### src/rtl/lofe_pkg.sv
// Types and codes shared by the fill engine modules.
package lofe_pkg;

  localparam logic [1:0] CMD_SUBMIT = 2'd0;
  localparam logic [1:0] CMD_TRADE  = 2'd1;
  localparam logic [1:0] CMD_QUOTE  = 2'd2;
  localparam logic [1:0] CMD_QUERY  = 2'd3;

  localparam logic SIDE_BUY  = 1'b0;
  localparam logic SIDE_SELL = 1'b1;

  typedef struct packed {
    logic        side;
    logic [31:0] price;
    logic [23:0] vol;
  } entry_t;

  typedef struct packed {
    logic        valid;
    logic        side;
    logic [31:0] price;
    logic [23:0] vol;
  } fill_req_t;

endpackage

### src/rtl/lofe_cell.sv
// One cell of the pending-order chain: holds one order, loads or takes its neighbor's.
module lofe_cell (
  input  logic            clk_i,
  input  logic            load_i,
  input  lofe_pkg::entry_t load_data_i,
  input  logic            shift_i,
  input  lofe_pkg::entry_t nb_i,
  output lofe_pkg::entry_t entry_o
);

  lofe_pkg::entry_t entry_q;

  always_ff @(posedge clk_i) begin
    if (load_i) begin
      entry_q <= load_data_i;
    end else if (shift_i) begin
      entry_q <= nb_i;
    end
  end

  assign entry_o = entry_q;

endmodule

### config.mk
export PLATFORM = sky130hd
export DESIGN_NAME = lofe_cell
export DESIGN_NICKNAME = d
export VERILOG_FILES = /design/src/rtl/lofe_pkg.sv /design/src/rtl/lofe_cell.sv
export SDC_FILE = /design/constraint.sdc
export NUM_CORES = 1
export LEC_CHECK = 0
export BUFFER_PORTS_ARGS = -buffer_cell sky130_fd_sc_hd__buf_2
export CAP_MARGIN = 30
export CORE_MARGIN = 3
export CORE_UTILIZATION = 41
export DETAILED_ROUTE_END_ITERATION = 16
export MAX_ROUTING_LAYER = met4
export PLACE_DENSITY_LB_ADDON = 0.2
export SYNTH_ARGS = -nofsm -noshare
export SYNTH_HDL_FRONTEND = slang
export SYNTH_SLANG_ARGS = --single-unit
### constraint.sdc
create_clock -name clk_i -period 2.2 [get_ports clk_i]
set_clock_uncertainty 0.15 [all_clocks]
set_input_delay 0.44 -clock clk_i [delete_from_list [all_inputs] [get_ports clk_i]]
set_output_delay 0.44 -clock clk_i [all_outputs]
set_load 0.05 [all_outputs]
# Yosys cells after proc, flatten, opt, wreduce, memory -nomap -nowiden
# Index checks and enable logic that the tools add are counted.
totals:
  ff_bits: 57
  latch_bits: 0
  ramBits: 0
  mem_bits_ro: 0
  input_bits: 117
  output_inout_bits: 57
  word_cells: 6
  mem_count: 0
classes:
  addsub: 0
  multipliers: 0
  div: 0
  order_cmp: 0
  n_eq_ne: 0
  shifts: 0
  mux: 2
  n_bitwise: 0
  reduce_logical: 1
op_table:
  columns: ["operator", "count"]
  rows:
  - ["$mux W57", 2]
  - ["$reduce_bool A2 Y1", 1]

# Longest topological paths before layout
# Gate-level depths: netlist of the first run.
logic_depth:
  ltp_word: 2
  depth_mapped: 3
  ltp_nobuf: 1

# Worst setup path before layout of the first run
# OpenSTA, ideal clock, no wires.
synth_path:
  kind: "input-to-reg"
  from: "input port load_i"
  to: "register entry_q, in the netlist entry_o[0] (enable)"
  setup_ns: 0.390
  arrival_ns: 1.496
  required_time_ns: 1.660
  setup_slack_ns: 0.164
  cell_stages: 3
  n_path_buf: 2
  cell_sequence: "buf_6 -> buf_6 -> or2_2"
synth_via:
  elab_chain_len: 1
synth_rtl:
  columns: ["item", "line_no", "text"]
  rows:
  - ["start: declaration", "lofe_cell.sv:4", "input logic load_i,"]
  - ["$reduce_bool A2 Y1 (no source line)", null, null]
  - ["end signal: assignment", "lofe_cell.sv:15", "entry_q <= load_data_i;"]
  - ["end signal: assignment", "lofe_cell.sv:17", "entry_q <= nb_i;"]
  - ["end: declaration", "lofe_cell.sv:11", "lofe_pkg::entry_t entry_q;"]
# No other way between the ends.
# A chain may end at the register's enable or synchronous reset.

# Worst setup path after layout of the first run
layout_path:
  from: "register entry_q, in the netlist entry_o[26]"
  to: "output port entry_o[26] (netlist name)"
layout_rtl:
  columns: ["item", "line_no", "text"]
  rows:
  - ["end: declaration", "lofe_cell.sv:8", "output lofe_pkg::entry_t entry_o"]
# No word-level cell between the ends.

==> run_results.csv, run 1 <==
group,metric,value,unit
timing,finalMaxSlewViolations,0,
yosys,yosysUniqueCellTypes,6,
yosys,syn_nets,238,
yosys,synth-seq-area-share,69.0,%
yosys,synth-adder-area-share,0,%
timing,final.setup.tns,0,ns
placement,pre_cts_ws,0.394,ns
cts,cts_tree,"yes",
worst_setup_path,critPathTopFamily,"flip-flops",
yosys,yosys.area_share.simple,0.252,%
timing,whs,0.265,ns
final_layout,syn_to_final_growth,47.5,%
die,pin_count,174,
worst_setup_path,path_cells,"buf_2",
worst_setup_path,worstPathRequired,1.61,ns
yosys,muxShareOfSynthArea,28.8,%
cts,hold_buffers,0,
die,die_w,83.8,um
run_status,status,"completed",
routing,vias,1739,
worst_setup_path,max_stage_delay,0.34,ns
cts,cts_setup_buffers,0,
timing,fmaxAchievable,659,MHz
routing,drt_iter0_drc,53,
flow_run,drv_cap,0,
global_route,antenna_found_initial,0,
placement,dp_hpwl,4.57,mm
routing,drt_first_pass_iters,4,
routing,wl_per_cell,15.3,um
yosys,synth_area_per_cell,20.5,sq um
final_layout,drive_gt1_share,80.6,%
worst_setup_path,critPathKind,"register to output pin",
yosys,postSynthRegisterBits,57,
cts,cts-htree-levels,3,
worst_setup_path,cp.arrival,0.93,ns
worst_setup_path,critPathMaxFanout,1,
cts,clk_pin_slew_worst_paths,0.07,ns
power,p_per_area,869,nW/um^2
hold_path,hp-start,"load_data_i[44]",
worst_setup_path,end_kind,"output pin",
die,num_rows,27,
global_route,grt_pass1_vias,1864,
power,total_leakage_power,1.71,nW
timing,setup_viol,0,
yosys,synth_area,2480,sq um
yosys,synth_xor_xnor_area_share,0,%
routing,drc,0,
routing,vias_per_cell,4.56,
routing,wl,5.83,mm
timing,hold_violations,0,
global_route,grt_max_degree,40,
global_route,grt.total_usage,17.3,%
worst_setup_path,startpoint,"entry_o[26]",
placement,gp_congestion,0.703,
timing,setup_ws,0.684,ns
die,die_height,83.8,um
global_route,grt_pass1_wl,9.08,mm
yosys,synth_top_family_by_area,"multiplexers",
yosys,postSynthCellCount,121,
hold_path,hold_path_class,"input pin to register",
cts,clockBufferDepth,2,
timing,slew-limit-headroom,81.4,%
final_layout,diodes,0,
worst_setup_path,start_kind,"register",
timing,rsz0062_at_grt,"false",
timing,finalCriticalPeriod,1.52,ns
worst_setup_path,crit_buf_inv,1,
final_layout,fin_util,64.4,%
cts,cts_root_buffer,"clkbuf_8",
die,die_area,7020,sq um
final_layout,fillerInstances,456,
cts,cts_buffers,9,
cts,ctsResizeCount,0,
yosys,synth-compound-area-share,0,%
timing,finalCritPeriodShare,68.9,%
global_route,overflow,0,
final_layout,nets,422,
final_layout,largest_reg_flops,57,
worst_setup_path,crit_slowest_cell,"edfxtp_1",
routing,drtAntennaViolNets,0,
timing,tightest_slew,0.280,ns
cts,cts_sinks,57,
power,ir_drop,405,uV
placement,io_buffers,173,
die,initial_utilization,43.7,%
die,core-area,5680,sq um
yosys,ys_warn_count,0,
==> routing by layer <==
layer	track usage, %	up-vias	wire [um]
met5	-	-	0
met4	7.02	0	85
met3	4.94	9	535
met2	30.9	102	3170
met1	17.8	785	2040
li1	-	843	-
==> report_power, final <==
group          leakage (nW)  switching (mW)  total, mW  internal [mW]
logic                  1.03           0.557      0.807          0.250
registers             0.581          0.0271       1.36           1.33
clock network         0.101           0.384       1.01          0.627
==> stage by stage <==
step	area [sq um]	total power, mW	instances
2_1_floorplan	2480	1.96	121
3_3_place_gp	3460	2.19	366
3_5_place_dp	3460	2.20	366
4_1_cts	3660	3.22	381
5_1_grt	3660	3.30	381
6_report	3660	3.18	381
==> kinds of logic (layout without fill, tap and decap cells) <==
group,count (synthesis),after routing
DFF,57,57
and+or+nand+nor,1,1
muxes,57,57
buffers and inverters,6,194
==> Yosys cell counts <==
| library cell | n | share of area [%] |
|---|---|---|
| mux2_2 | 38 | 17 |
| mux2_4 | 19 | 12 |
| buf_2 | 3 | 0.61 |
| or2_2 | 1 | 0.25 |
| buf_6 | 3 | 1.4 |
| edfxtp_1 | 57 | 69 |
==> area by class of cell <==
cell class                      count  area, sq um  share of cell area [%]
Clock buffer                       11          131                    3.59
Clock inverter                      4         68.8                    1.88
Multi-Input combinational cell     58          719                    19.7
Sequential cell                    57         1710                    46.8
Tap cell                           72         90.1                    2.46
Timing Repair Buffer              179          936                    25.6
==> cell usage in the layout, fill, tap and decap left out <==
cell type  synthesis  routed
mux2_4            19      19
clkbuf_1           0       2
buf_4              0       4
clkinv_1           0       1
edfxtp_1          57      57
bufinv_16          0       2
buf_12             0       2
mux2_2            38      38
or2_2              1       1
buf_2              3     173
clkinv_2           0       1
clkbuf_8           0       9
==> path summary, 6_finish.rpt <==
check	slack, ns	cells past startpoint	end
worst max-delay path	0.68	1	entry_o[26]
worst min-delay path	0.26	2	entry_o[44]
No activity file was read; power rests on OpenSTA's default activity.
==> run 2: changes to the inputs <==
- CORE_UTILIZATION: 41 -> 37
- clock period: 2.2 -> 1.35 ns (I/O delays scaled with it)
==> run 2 against run 1 <==
Effect of this change:
- final cell count up 1.8%
- setup slack worse by 0.65 ns
- total power grew 62%
- core utilization is 4.0 points lower
- non-clock buffer count is 1 higher
- clock-buffer cell count unchanged
- worst hold slack got worse by 0.17 ns
- global-route usage decreased by 1.8 points
- critical path type unchanged
- largest cell class unchanged
==> run_results.csv, run 2 (synthesis gave the netlist of run 1 again) <==
group,metric,value,unit
power,combPwrFrac,28.5,%
timing,slew-limit-headroom,82.9,%
routing,wl_per_cell,15.8,um
global_route,grt_pass1_wl,8.35,mm
power,ir_drop,689,uV
final_layout,drive_gt1_share,80.1,%
timing,finalMaxSlewViolations,0,
cts,clockBufferDepth,2,
routing,vias,1774,
routing,drtAntennaViolNets,0,
routing,drt_iter0_drc,79,
power,p_per_area,1330,nW/um^2
worst_setup_path,crit_buf_inv,1,
die,die_height,87.9,um
final_layout,final_common_cell,"buf_2",
worst_setup_path,crit_slowest_cell,"edfxtp_1",
final_layout,fin_util,60.4,%
cts,cts_sinks,57,
die,die_area,7720,sq um
timing,finalCriticalPeriod,1.32,ns
routing,wl,6.11,mm
power,total_leakage_power,1.78,nW
power,p_sw,1.59,mW
final_layout,nets,423,
worst_setup_path,critPathKind,"register to output pin",
flow_run,drv_cap,0,
cts,clk_pin_slew_worst_paths,0.06,ns
placement,io_buffers,173,
run_status,status,"completed",
timing,hold_violations,0,
global_route,grt.total_usage,15.6,%
final_layout,largest_reg_flops,57,
placement,dp_cells,372,
die,core-area,6420,sq um
worst_setup_path,end_kind,"output pin",
hold_path,hold_path_class,"input pin to register",
cts,hold_buffers,0,
worst_setup_path,crit_end,"entry_o[9]",
die,die_w,87.9,um
routing,vias_per_cell,4.57,
global_route,grt_max_degree,34,
cts,cts-htree-levels,3,
worst_setup_path,startpoint,"entry_o[9]",
hold_path,hp-start,"load_data_i[36]",
cts,cts_root_buffer,"clkbuf_8",
worst_setup_path,max_stage_delay,0.41,ns
worst_setup_path,cp.arrival,0.90,ns
cts,ctsResizeCount,31,
timing,tightest_slew,0.258,ns
worst_setup_path,crit_cells,1,
final_layout,diodes,0,
global_route,overflow,0,
power,sw_frac_of_total,30.9,%
cts,cts_tree,"yes",
die,num_rows,29,
timing,fmaxAchievable,757,MHz
final_layout,final_cell_mix,"buf_2 (120), edfxtp_1 (57), mux2_2 (38), buf_4 (38), mux2_4 (19)",
routing,drt_first_pass_iters,3,
timing,finalCritPeriodShare,97.9,%
timing,rsz0062_at_grt,"true",
worst_setup_path,path_cells,"buf_6",
die,pin_count,174,
placement,gp_congestion,0.722,
timing,whs,0.0951,ns
die,initial_utilization,38.6,%
timing,setup_viol,0,
global_route,grt_pass1_vias,1757,
final_layout,syn_to_final_growth,56.5,%
final_layout,stdcell_count,388,
global_route,antenna_found_initial,0,
power,p_seq_share,43.5,%
routing,drc,0,
cts,cts_buffers,9,
worst_setup_path,critPathTopFamily,"flip-flops",
cts,cts_setup_buffers,0,
worst_setup_path,worstPathRequired,0.93,ns
worst_setup_path,critPathMaxFanout,1,
worst_setup_path,start_kind,"register",
power,power.share.clock,28.0,%
power,p_int,3.56,mW
-- run 2: cell types whose count changed in the layout (fill, tap and decap cells not counted) --
cell,before,now
buf_2,173,120
buf_4,4,38
buf_6,0,16
buf_12,2,5
clkinv_1,1,3
bufinv_16,2,1
clkbuf_4,0,1
or2_2,1,0
or2_4,0,1
-- run 2: layout make-up --
cell class              count  area (sq um)
clock buffers              11           131
clock inverters             5          46.3
fillers                   522          2540
multi-input cells          58           722
flip-flops and latches     57          1710
well taps                  77          96.3
repair buffers            180          1170
-- run 2: worst min path at each step --
| stage | depth (start not counted) | slack (ns) | end |
|---|---|---|---|
| final | 2 | 0.1 | entry_o[36] |
| after global routing | 2 | 0.08 | entry_o[38] |
| after CTS | 2 | 0.07 | entry_o[47] |
| after detailed placement | 2 | 0.42 | entry_o[47] |
| after global placement | 2 | 0.42 | entry_o[46] |
| after floorplan | 1 | 0.34 | entry_o[35] |
-- run 2: layer usage --
layer  share of wire (%)  vias to the layer above  GRT usage, %
met5                   0                        -             -
met4                 1.8                        0          9.07
met3                 8.5                       10          3.76
met2                  55                       91          26.8
met1                  34                      823          16.1
li1                    -                      850             -
-- run 2: through the flow --
step / total power, mW / setup WS (ns) / setup TNS (ns) / instance area (sq um)
after floorplan: 3.20 / -0.179 / -10.22 / 2500
after global placement: 3.59 / -0.0821 / -5.78 / 3510
after detailed placement: 3.61 / -0.102 / -6.51 / 3510
after CTS: 5.14 / -0.00161 / -0.00161 / 3770
after global routing: 5.39 / -0.0166 / -0.100 / 3880
final: 5.16 / 0.0289 / 0 / 3880
-- run 2: power groups by stage --
stage          Sequential, mW  Clock, mW  Combinational (mW)
2_1_floorplan            2.96          0               0.238
3_3_place_gp             2.26          0                1.34
3_5_place_dp             2.26          0                1.35
4_1_cts                  2.23       1.50                1.41
5_1_grt                  2.26       1.60                1.54
6_report                 2.24       1.44                1.47
